==> src/rtl/core/ascm_pkg.sv <==
// ----------------------------------------------------------------------------
// ascm_pkg
// Widths, range table and record types shared by the size class mapper.
// ----------------------------------------------------------------------------
package ascm_pkg;

	localparam int unsigned SizeW     = 18;   // request_size field
	localparam int unsigned EffW      = 19;   // size with the probe bit on top
	localparam int unsigned ClsW      = 8;
	localparam int unsigned RndW      = 19;   // rounded_size field
	localparam int unsigned RndFullW  = 20;   // rounded size before masking
	localparam int unsigned BatchW    = 10;
	localparam int unsigned QuoW      = 10;   // quotient bits resolved by the divider row
	localparam int unsigned TrialW    = RndFullW + QuoW - 1;
	localparam int unsigned MaxW      = 21;   // holds the largest legal maximum
	localparam int unsigned NumRanges = 5;

	localparam int unsigned DefMaxRequestBytes = 262144;
	localparam int unsigned BatchBudget        = 256 * 1024;
	localparam int unsigned BatchMin           = 2;
	localparam int unsigned BatchMax           = 526;
	// largest rounded size whose quotient still exceeds BatchMax
	localparam int unsigned SatRnd             = BatchBudget / (BatchMax + 1);

	typedef struct packed {
		logic [EffW-1:0]     sz;
		logic                hit;
		logic [ClsW-1:0]     cls;
		logic [RndFullW-1:0] rnd;
		logic                too_large;
	} class_rec_t;

	typedef struct packed {
		logic [ClsW-1:0]     cls;
		logic [RndFullW-1:0] rnd;
		logic                too_large;
		logic                sat;
		logic [EffW-1:0]     rem;
		logic [QuoW-1:0]     quo;
	} div_rec_t;

	// piecewise range table: first class, lower bound, granule shift, upper bound
	function automatic int unsigned range_base(input int unsigned idx);
		unique case (idx)
			0: return 0;
			1: return 16;
			2: return 72;
			3: return 128;
			4: return 184;
			default: return 0;
		endcase
	endfunction

	function automatic int unsigned range_lo(input int unsigned idx);
		unique case (idx)
			0: return 0;
			1: return 128;
			2: return 1024;
			3: return 8 * 1024;
			4: return 64 * 1024;
			default: return 0;
		endcase
	endfunction

	function automatic int unsigned range_shift(input int unsigned idx);
		unique case (idx)
			0: return 3;
			1: return 4;
			2: return 7;
			3: return 10;
			4: return 13;
			default: return 3;
		endcase
	endfunction

	// top range takes everything that is left
	function automatic int unsigned range_hi(input int unsigned idx);
		unique case (idx)
			0: return 128;
			1: return 1024;
			2: return 8 * 1024;
			3: return 64 * 1024;
			4: return (1 << RndFullW) - 1;
			default: return 0;
		endcase
	endfunction

endpackage

==> src/rtl/core/ascm_if.sv <==
// ----------------------------------------------------------------------------
// ascm request / response channels
// Valid/ready channels carrying a size lookup request and its result.
// ----------------------------------------------------------------------------
interface ascm_req_if import ascm_pkg::*; ();
	logic             valid;
	logic             ready;
	logic [SizeW-1:0] request_size;
	logic             oversize_probe;

	modport source (output valid, output request_size, output oversize_probe, input ready);
	modport sink   (input valid, input request_size, input oversize_probe, output ready);
endinterface

interface ascm_rsp_if import ascm_pkg::*; ();
	logic              valid;
	logic              ready;
	logic [ClsW-1:0]   class_index;
	logic [RndW-1:0]   rounded_size;
	logic [BatchW-1:0] batch_count;
	logic              too_large;

	modport source (output valid, output class_index, output rounded_size,
		output batch_count, output too_large, input ready);
	modport sink   (input valid, input class_index, input rounded_size,
		input batch_count, input too_large, output ready);
endinterface

==> src/rtl/core/ascm_class_cell.sv <==
// ----------------------------------------------------------------------------
// ascm_class_cell
// One size range: claims a size not yet claimed upstream that falls at or
// below its upper bound and works out class index and rounded size.
// ----------------------------------------------------------------------------
module ascm_class_cell import ascm_pkg::*; #(
	parameter int unsigned BASE  = 0,
	parameter int unsigned LO    = 0,
	parameter int unsigned SHIFT = 3,
	parameter int unsigned HI    = 128
) (
	input  logic       clk,
	input  logic       arst_n,
	input  logic       en,
	input  logic       in_valid,
	input  class_rec_t in_rec,
	output logic       out_valid,
	output class_rec_t out_rec
);

	logic                valid_q;
	class_rec_t          rec_q;
	class_rec_t          rec_d;
	logic [RndFullW-1:0] sz_ext;
	logic [RndFullW-1:0] off;
	logic [RndFullW-1:0] units;
	logic                match;

	always_comb begin
		sz_ext = {1'b0, in_rec.sz};
		match  = !in_rec.hit && (sz_ext <= RndFullW'(HI));
		// sizes here are above LO, so neither subtract wraps when matched
		off    = sz_ext - RndFullW'(LO) - RndFullW'(1);
		units  = ((sz_ext - RndFullW'(1)) >> SHIFT) + RndFullW'(1);
		rec_d  = in_rec;
		if (match) begin
			rec_d.hit = 1'b1;
			rec_d.cls = ClsW'(RndFullW'(BASE) + (off >> SHIFT));
			rec_d.rnd = units << SHIFT;
		end
	end

	always_ff @(posedge clk or negedge arst_n) begin
		if (!arst_n) begin
			valid_q <= 1'b0;
		end else if (en) begin
			valid_q <= in_valid;
		end
	end

	always_ff @(posedge clk) begin
		if (en) begin
			rec_q <= rec_d;
		end
	end

	assign out_valid = valid_q;
	assign out_rec   = rec_q;

endmodule

==> src/rtl/core/ascm_div_cell.sv <==
// ----------------------------------------------------------------------------
// ascm_div_cell
// One restoring-division step: resolves quotient bit BIT of the batch
// budget divided by the rounded size.
// ----------------------------------------------------------------------------
module ascm_div_cell import ascm_pkg::*; #(
	parameter int unsigned BIT = 0
) (
	input  logic     clk,
	input  logic     arst_n,
	input  logic     en,
	input  logic     in_valid,
	input  div_rec_t in_rec,
	output logic     out_valid,
	output div_rec_t out_rec
);

	logic              valid_q;
	div_rec_t          rec_q;
	div_rec_t          rec_d;
	logic [TrialW-1:0] trial;
	logic              fits;

	always_comb begin
		trial = TrialW'(in_rec.rnd) << BIT;
		fits  = TrialW'(in_rec.rem) >= trial;
		rec_d = in_rec;
		if (fits) begin
			rec_d.rem      = in_rec.rem - trial[EffW-1:0];
			rec_d.quo[BIT] = 1'b1;
		end
	end

	always_ff @(posedge clk or negedge arst_n) begin
		if (!arst_n) begin
			valid_q <= 1'b0;
		end else if (en) begin
			valid_q <= in_valid;
		end
	end

	always_ff @(posedge clk) begin
		if (en) begin
			rec_q <= rec_d;
		end
	end

	assign out_valid = valid_q;
	assign out_rec   = rec_q;

endmodule

==> src/rtl/core/alloc_size_class_mapper.sv <==
// ----------------------------------------------------------------------------
// alloc_size_class_mapper
// Pipeline: 5 range cells, 10 divider cells and 1 output register. Throughput:
// one beat per cycle unless a stalled response holds the row.
// The whole row advances together; a stalled response holds every cell.
// Reset clears all valid bits; no response is pending after reset.
// Size class lookup: class index, rounded size and central refill batch.
// ----------------------------------------------------------------------------
module alloc_size_class_mapper import ascm_pkg::*; #(
	parameter int unsigned MAX_REQUEST_BYTES = DefMaxRequestBytes
) (
	input logic         clk,
	input logic         arst_n,
	ascm_req_if.sink    req,
	ascm_rsp_if.source  rsp
);

	logic                en;
	logic [EffW-1:0]     sz_eff;
	logic                cls_v [NumRanges+1];
	class_rec_t          cls_r [NumRanges+1];
	logic                div_v [QuoW+1];
	div_rec_t            div_r [QuoW+1];
	div_rec_t            last;
	logic [BatchW-1:0]   batch_d;

	logic                valid_q;
	logic [ClsW-1:0]     cls_q;
	logic [RndW-1:0]     rnd_q;
	logic [BatchW-1:0]   batch_q;
	logic                too_large_q;

	assign en        = !valid_q || rsp.ready;
	assign req.ready = en;

	// entry: size with probe bit on top, zero treated as one byte
	always_comb begin
		sz_eff             = {req.oversize_probe, req.request_size};
		cls_v[0]           = req.valid;
		cls_r[0].sz        = (sz_eff == '0) ? EffW'(1) : sz_eff;
		cls_r[0].hit       = 1'b0;
		cls_r[0].cls       = '0;
		cls_r[0].rnd       = '0;
		cls_r[0].too_large = MaxW'(sz_eff) > MaxW'(MAX_REQUEST_BYTES);
	end

	for (genvar g = 0; g < NumRanges; g++) begin : g_range
		ascm_class_cell #(
			.BASE  (range_base(g)),
			.LO    (range_lo(g)),
			.SHIFT (range_shift(g)),
			.HI    (range_hi(g))
		) u_cell (
			.clk       (clk),
			.arst_n    (arst_n),
			.en        (en),
			.in_valid  (cls_v[g]),
			.in_rec    (cls_r[g]),
			.out_valid (cls_v[g+1]),
			.out_rec   (cls_r[g+1])
		);
	end

	// small rounded sizes saturate at BatchMax; the rest fit the quotient width
	always_comb begin
		div_v[0]           = cls_v[NumRanges];
		div_r[0].cls       = cls_r[NumRanges].cls;
		div_r[0].rnd       = cls_r[NumRanges].rnd;
		div_r[0].too_large = cls_r[NumRanges].too_large;
		div_r[0].sat       = cls_r[NumRanges].rnd <= RndFullW'(SatRnd);
		div_r[0].rem       = EffW'(BatchBudget);
		div_r[0].quo       = '0;
	end

	for (genvar g = 0; g < QuoW; g++) begin : g_div
		ascm_div_cell #(
			.BIT (QuoW - 1 - g)
		) u_cell (
			.clk       (clk),
			.arst_n    (arst_n),
			.en        (en),
			.in_valid  (div_v[g]),
			.in_rec    (div_r[g]),
			.out_valid (div_v[g+1]),
			.out_rec   (div_r[g+1])
		);
	end

	always_comb begin
		last = div_r[QuoW];
		if (last.sat) begin
			batch_d = BatchW'(BatchMax);
		end else if (last.quo < QuoW'(BatchMin)) begin
			batch_d = BatchW'(BatchMin);
		end else begin
			batch_d = BatchW'(last.quo);
		end
	end

	always_ff @(posedge clk or negedge arst_n) begin
		if (!arst_n) begin
			valid_q <= 1'b0;
		end else if (en) begin
			valid_q <= div_v[QuoW];
		end
	end

	// oversize beats report only the flag
	always_ff @(posedge clk) begin
		if (en) begin
			too_large_q <= last.too_large;
			cls_q       <= last.too_large ? '0 : last.cls;
			rnd_q       <= last.too_large ? '0 : last.rnd[RndW-1:0];
			batch_q     <= last.too_large ? '0 : batch_d;
		end
	end

	assign rsp.valid        = valid_q;
	assign rsp.class_index  = cls_q;
	assign rsp.rounded_size = rnd_q;
	assign rsp.batch_count  = batch_q;
	assign rsp.too_large    = too_large_q;

endmodule

==> src/flat_wrapper.sv <==
// flat-port wrapper written by rule: the top's interface ports become plain ports
module alloc_size_class_mapper_flat import ascm_pkg::*;
#(
	parameter int unsigned MAX_REQUEST_BYTES = DefMaxRequestBytes
)
  (clk, arst_n, req_valid, req_request_size, req_oversize_probe, req_ready, rsp_valid, rsp_class_index, rsp_rounded_size, rsp_batch_count, rsp_too_large, rsp_ready);
  ascm_req_if req_i ();
  ascm_rsp_if rsp_i ();
  input logic clk;
  input logic arst_n;
  input wire logic [$bits(req_i.valid)-1:0] req_valid;
  input wire logic [$bits(req_i.request_size)-1:0] req_request_size;
  input wire logic [$bits(req_i.oversize_probe)-1:0] req_oversize_probe;
  output wire logic [$bits(req_i.ready)-1:0] req_ready;
  output wire logic [$bits(rsp_i.valid)-1:0] rsp_valid;
  output wire logic [$bits(rsp_i.class_index)-1:0] rsp_class_index;
  output wire logic [$bits(rsp_i.rounded_size)-1:0] rsp_rounded_size;
  output wire logic [$bits(rsp_i.batch_count)-1:0] rsp_batch_count;
  output wire logic [$bits(rsp_i.too_large)-1:0] rsp_too_large;
  input wire logic [$bits(rsp_i.ready)-1:0] rsp_ready;
  assign req_i.valid = req_valid;
  assign req_i.request_size = req_request_size;
  assign req_i.oversize_probe = req_oversize_probe;
  assign req_ready = req_i.ready;
  assign rsp_valid = rsp_i.valid;
  assign rsp_class_index = rsp_i.class_index;
  assign rsp_rounded_size = rsp_i.rounded_size;
  assign rsp_batch_count = rsp_i.batch_count;
  assign rsp_too_large = rsp_i.too_large;
  assign rsp_i.ready = rsp_ready;
  alloc_size_class_mapper #(.MAX_REQUEST_BYTES(MAX_REQUEST_BYTES)) u_core (.clk(clk), .arst_n(arst_n), .req(req_i), .rsp(rsp_i));
endmodule
==> config.mk <==
export PLATFORM = sky130hd
export DESIGN_NAME = alloc_size_class_mapper_flat
export DESIGN_NICKNAME = d
export VERILOG_FILES = /design/src/rtl/core/ascm_pkg.sv /design/src/rtl/core/ascm_if.sv /design/src/rtl/core/ascm_class_cell.sv /design/src/rtl/core/ascm_div_cell.sv /design/src/rtl/core/alloc_size_class_mapper.sv /design/src/flat_wrapper.sv
export SDC_FILE = /design/constraint.sdc
export NUM_CORES = 1
export LEC_CHECK = 0
export BUFFER_PORTS_ARGS = -buffer_cell sky130_fd_sc_hd__buf_2
export CORE_MARGIN = 2
export CORE_UTILIZATION = 38
export CTS_BUF_LIST = sky130_fd_sc_hd__clkbuf_2 sky130_fd_sc_hd__clkbuf_4 sky130_fd_sc_hd__clkbuf_8
export DETAILED_ROUTE_END_ITERATION = 12
export GPL_TIMING_DRIVEN = 0
export PLACE_DENSITY = 0.51
export RECOVER_POWER = 100
export SYNTH_ARGS = -nofsm -noshare
export SYNTH_HDL_FRONTEND = slang
export SYNTH_HIERARCHICAL = 1
export SYNTH_SLANG_ARGS = --single-unit
export TNS_END_PERCENT = 5
==> constraint.sdc <==
create_clock -name clk -period 31.8 [get_ports clk]
set_input_delay 1.59 -clock clk [delete_from_list [all_inputs] [get_ports clk]]
set_output_delay 1.59 -clock clk [all_outputs]
set_load 0.02 [all_outputs]
======== Yosys cells after proc, flatten, opt, wreduce, memory -nomap -nowiden ========
Cells that the tools add are included.
word-level totals
  output and inout bits ................... 40
  flip-flop bits (word level) ............. 804
  input bits .............................. 23
  word-level logic and storage cells ...... 192
cells by class
  $lt $le $gt $ge ......................... 17
  mux-type cells .......................... 17
  reductions and logical operators ........ 10
  add/sub/neg operators ................... 31
operators by type and width
  cell                    count
  $mux 19                 9
  $sub 19x19->19          8
  $mux 28                 4
  $sub 19x1->20 const B   5
  $ge 19x29->1 const A    1
  $mux 29                 1
  $ge 19x28->1            1
  $ge 19x27->1            1
  $ge 19x26->1            1
  $ge 19x25->1            1
  $ge 19x24->1            1
  $ge 19x23->1            1
  $ge 19x22->1            1
  $ge 19x21->1            1
  $ge 19x20->1            1
  $le 20x9->1 const B     1
  $mux 10                 2
  $sub 19x17->20 const B  1
  $sub 20x1->20 const B   1
  $gt 19x19->1 const B    1
  $le 19x11->1 const B    1
  $le 19x14->1 const B    1
  $le 19x17->1 const B    1
  $le 19x8->1 const B     1
  other kinds (23)        28

======== Longest topological paths before layout ========
  depth after elaboration ................. 5
  gate-level depth with buffers ........... 12
  depth with buffers taken out ............ 11

======== Hierarchy ========
Netlist, hierarchy kept.
by module, submodules not included
  module                                       area an instance (um^2)  cells an instance  times used
  ascm_div_cell at u_core.g_div[9].u_cell      3173.0                   234                1
  ascm_div_cell at u_core.g_div[8].u_cell      3057.9                   240                1
  ascm_div_cell at u_core.g_div[7].u_cell      3036.7                   226                1
  ascm_div_cell at u_core.g_div[6].u_cell      2989.1                   223                1
  ascm_div_cell at u_core.g_div[5].u_cell      2857.7                   216                1
  ascm_div_cell at u_core.g_div[4].u_cell      2772.7                   186                1
  ascm_div_cell at u_core.g_div[2].u_cell      2730.1                   184                1
  ascm_div_cell at u_core.g_div[3].u_cell      2631.3                   184                1
  ascm_div_cell at u_core.g_div[1].u_cell      2542.4                   172                1
  ascm_div_cell at u_core.g_div[0].u_cell      2509.9                   154                1
  ascm_class_cell at u_core.g_range[2].u_cell  2263.4                   159                1
  ascm_class_cell at u_core.g_range[1].u_cell  2244.7                   163                1
  ascm_class_cell at u_core.g_range[3].u_cell  2125.8                   136                1
  ascm_class_cell at u_core.g_range[0].u_cell  2108.3                   131                1
  +2 rows                                      n/a                      n/a                n/a

======== Worst setup path after synthesis ========
OpenSTA, ideal clock, no wires.
  kind .................................... input-to-reg
  from .................................... in rsp_ready
  to ...................................... reg u_core.g_div[0].u_cell.valid_q
  setup slack ............................. 6.053 ns
  data arrival time ....................... 25.571 ns
  library setup time ...................... 0.176 ns
  stages .................................. 2
  cell sequence ........................... nand2b_1 > mux2_2
on the way
  longest elaborated chain between the ends .. 1
RTL lines
  element               RTL line                       source
  start, declared       flat_wrapper.sv:20             input wire logic [$bits(rsp_i.ready)-1:0] rsp_ready;
  $logic_or 1x1->1      alloc_size_class_mapper.sv:33  assign en = !valid_q || rsp.ready;
  end signal, assigned  ascm_div_cell.sv:38            valid_q <= in_valid;
  end, declared         ascm_div_cell.sv:18            logic valid_q;
Every way passes these cells.
A chain may end at the register's enable or synchronous reset.

======== Worst setup path after layout ========
  from .................................... in rsp_ready
  to ...................................... reg u_core.g_div[7].u_cell.rec_q (netlist bit u_core/g_div[7].u_cell/out_rec[58]), enable pin
on the way
  longest elaborated chain between the ends .. 1
RTL lines
  element               RTL line                       source
  $logic_or 1x1->1      alloc_size_class_mapper.sv:33
  end signal, assigned  ascm_div_cell.sv:44            rec_q <= rec_d;
  end, declared         ascm_div_cell.sv:19            div_rec_t rec_q;
Every way passes these cells.

==> flow_metrics.py <==
metrics = {
    "cts": {
        "cts.repair.resized": 0,
        "path_clk_slew_ns": 0.06,
        "cts_root_buffer": "clkbuf_8",
        "cts_sinks": 849,
        "clk_latency_ns": 0.80,
        "clockBufferDepth": 3,
        "cts_tree": "yes",
        "cts_hold_buf": 0,
        "cts-htree-levels": 4,
        "cts_buffers": 146,
        "post_cts.repair.setup_buffers": 0,
    },
    "setup_path": {
        "reg2reg_slack_ns": 17.17,
        "critPathKind": "primary input to flop",
        "start_kind": "primary input",
        "crit_path_end_kind": "flop",
        "cp.required_ns": 32.12,
        "arrival_ns": 15.54,
        "regToRegStartpoint": "u_core/rsp.valid",
        "crit_path_frequent_cell": "clkbuf_1",
        "regToRegEndpoint": "u_core/g_div[7].u_cell/out_rec[58]",
        "path_max_fanout": 72,
        "slowest_stage": "clkbuf_1",
        "path_cells": "buf_2 > nand2b_1 > clkbuf_1 > clkbuf_1 > clkbuf_1 > clkbuf_1 > clkbuf_1",
        "reg2regPathDepth": 6,
        "cp_slowest_stage_delay_ns": 2.67,
    },
    "timing": {
        "whs_ns": 0.403,
        "period_minus_slack_ns": 15.23,
        "finalSetupTns_ns": 0,
        "tightest_slew_ns": 3.80,
        "setup_viol": 0,
        "hold_viol": 0,
        "finalCritPeriodShare_pct": 47.9,
        "fin_skew_ns": 0.0289,
        "fmax_mhz": 65.7,
        "slew_headroom_pct": -154,
        "rsz0062_at_grt": "false",
        "drv_slew": 894,
    },
    "drt": {
        "ant_nets": 0,
        "route.detailed.drc": 0,
        "wirelength_mm": 78.4,
        "drtPass1Iterations": 5,
        "via_per_inst": 4.92,
        "post_drt_wl_per_cell_um": 17.4,
        "num_vias": 22200,
        "drt_iter0_drc": 1343,
    },
    "final_layout": {
        "drive_gt1_share_pct": 11.8,
        "fillers": 9403,
        "final_nets": 3228,
        "syn_to_final_growth_pct": 11.8,
        "fin_area_um2": 43400,
    },
    "hold_path": {
        "hold_end": "u_core/g_div[5].u_cell/out_rec[8]",
        "hp-start": "u_core/g_div[4].u_cell/out_rec[8]",
        "hold_depth": 0,
        "hp-class": "flop to flop",
    },
    "power": {
        "p_per_area_nw_per_um2": 107,
        "comb_power_share_pct": 34.5,
        "p_seq_share_pct": 45.3,
        "p_clk_share_pct": 20.2,
        "p_int_mw": 3.00,
        "cellLeakagePower_nw": 16.2,
        "p_sw_mw": 1.63,
        "ir_worst_vdd_v": 0.0000451,
        "swShare_pct": 35.2,
        "finalPower_mw": 4.62,
    },
    "floorplanning": {
        "std_cell_rows": 117,
        "die_h_um": 324,
        "io_pins": 63,
        "fp.dieW_um": 324,
        "die-area_um2": 105000,
        "initial_core_util_pct": 38.2,
        "core-area_um2": 102000,
    },
    "placement": {
        "io_buffers": 62,
        "place_area_um2": 41500,
        "place.gp.congestion": 0.921,
        "hpwl_mm": 56.6,
    },
    "global_routing": {
        "grt_pass1_wl_mm": 123,
        "grt_max_degree": 75,
        "grt.total_usage_pct": 15.1,
        "grt_pass1_vias": 22700,
        "antenna_found_initial": 1,
        "grt-ovfl-total": 0,
    },
    "logic_synthesis": {
        "ys_warn_count": 6,
        "netlist_area_um2": 38800,
        "avgSynthCellArea_um2": 14.1,
        "syn_inst": 2744,
    },
    "status": {
        "violations": "capacitance limit, slew limit",
        "outcome": "complete, but fails checks",
    },
    "job": {
        "cap_violations": 15,
    },
}
==> worst max-delay path by stage <==
| stage | start | end | slack, ns | cells past startpoint |
|---|---|---|---|---|
| final | rsp_ready | u_core/g_div[7].u_cell/out_rec[58] | 16.57 | 7 |
| after global routing | rsp_ready | u_core/rsp.class_index[3] | 14.54 | 7 |
| after CTS | rsp_ready | req_ready | 27.17 | 4 |
| after detailed placement | req_request_size[4] | u_core/g_range[0].u_cell/out_rec[8] | 27.12 | 12 |
| after global placement | rsp_ready | req_ready | -1.57 | 3 |
| after floorplan | rsp_ready | u_core/g_div[0].u_cell/out_valid | 7.09 | 2 |
==> area by class of cell <==
cell class | instances | area [um^2] | area share (%)
flip-flops and latches | 849 | 25400 | 58.5
multi-input cells | 1691 | 12100 | 27.8
clock buffers | 186 | 2330 | 5.36
well taps | 1368 | 1710 | 3.94
inverters | 200 | 751 | 1.73
clock inverters | 65 | 443 | 1.02
plain buffers | 80 | 402 | 0.925
repair buffers | 74 | 298 | 0.686
diodes | 2 | 5.00 | 0.0115
==> flip-flops by register name (all words and copies together) (netlist names) <==
signal and flops:
u_core/g_range.u_cell/out_valid 5, u_core/rsp.too_large 1, u_core/rsp.valid 1, u_core/g_div.u_cell/out_rec 570, u_core/rsp.class_index 8, u_core/rsp.rounded_size 19
u_core/rsp.batch_count 10, u_core/g_range.u_cell/out_rec 225, u_core/g_div.u_cell/out_valid 10
==> critical path: cells and delay by family <==
family | cells | cell delay, ns
buffers and inverters | 6 | 11.93
and+or+nand+nor | 1 | 1.82
==> stage by stage <==
| step | setup slack [ns] | instances | util (%) |
|---|---|---|---|
| detailed placement | 27.12 | 4262 | 40.8 |
| floorplan | 7.09 | 2820 | - |
| global route | 14.54 | 4514 | 42.7 |
| global placement | -1.57 | 4250 | 40.5 |
| finish | 16.57 | 4515 | 42.7 |
| CTS | 27.17 | 4513 | 43.5 |
==> layer usage <==
layer | wire, um | GRT usage, % | up-vias
met5 | 0 | 0 | -
met4 | 2870 | 6.54 | 0
met3 | 3340 | 3.21 | 175
met2 | 37700 | 25.2 | 470
met1 | 34500 | 18.9 | 10700
li1 | - | - | 10900
==> layout by cell type, fill, tap and decap left out, types with 11 or more instances in the layout <==
| cell | instances |
|---|---|
| a21oi_1 | 96 |
| and3_1 | 17 |
| buf_2 | 26 |
| clkbuf_4 | 37 |
| nor2b_1 | 55 |
| dfrtp_1 | 16 |
| edfxtp_1 | 833 |
| conb_1 | 78 |
| a31oi_1 | 21 |
| a21oi_2 | 15 |
| o31ai_1 | 20 |
| nand2_1 | 163 |
| nand4_1 | 30 |
| or3_1 | 13 |
| clkinv_1 | 36 |
| nand2b_1 | 25 |
| mux2i_1 | 23 |
| a21o_1 | 42 |
| o21ai_0 | 122 |
| o21ai_1 | 12 |
| nand3_1 | 47 |
| o21a_1 | 29 |
| or4_1 | 11 |
| nor3_1 | 49 |
| clkbuf_8 | 149 |
| clkbuf_1 | 113 |
| clkinv_2 | 11 |
| inv_1 | 199 |
| and2_0 | 35 |
| mux2_2 | 44 |
| xor2_1 | 44 |
| ha_1 | 153 |
| and2_1 | 20 |
| nor4_1 | 34 |
| xnor2_1 | 73 |
| mux2_1 | 45 |
| a211oi_1 | 19 |
| nor2_1 | 128 |
| o211ai_1 | 22 |
==> power groups by stage <==
stage | clock (mW) | combinational (mW) | sequential [mW]
floorplan | 0 | 1.26 | 2.28
global placement | 0 | 1.61 | 2.46
detailed placement | 0 | 1.66 | 2.10
CTS | 0.981 | 1.67 | 2.08
global route | 1.02 | 1.79 | 2.15
finish | 0.936 | 1.60 | 2.09
Note: power is estimated with default switching activity, not from simulation.
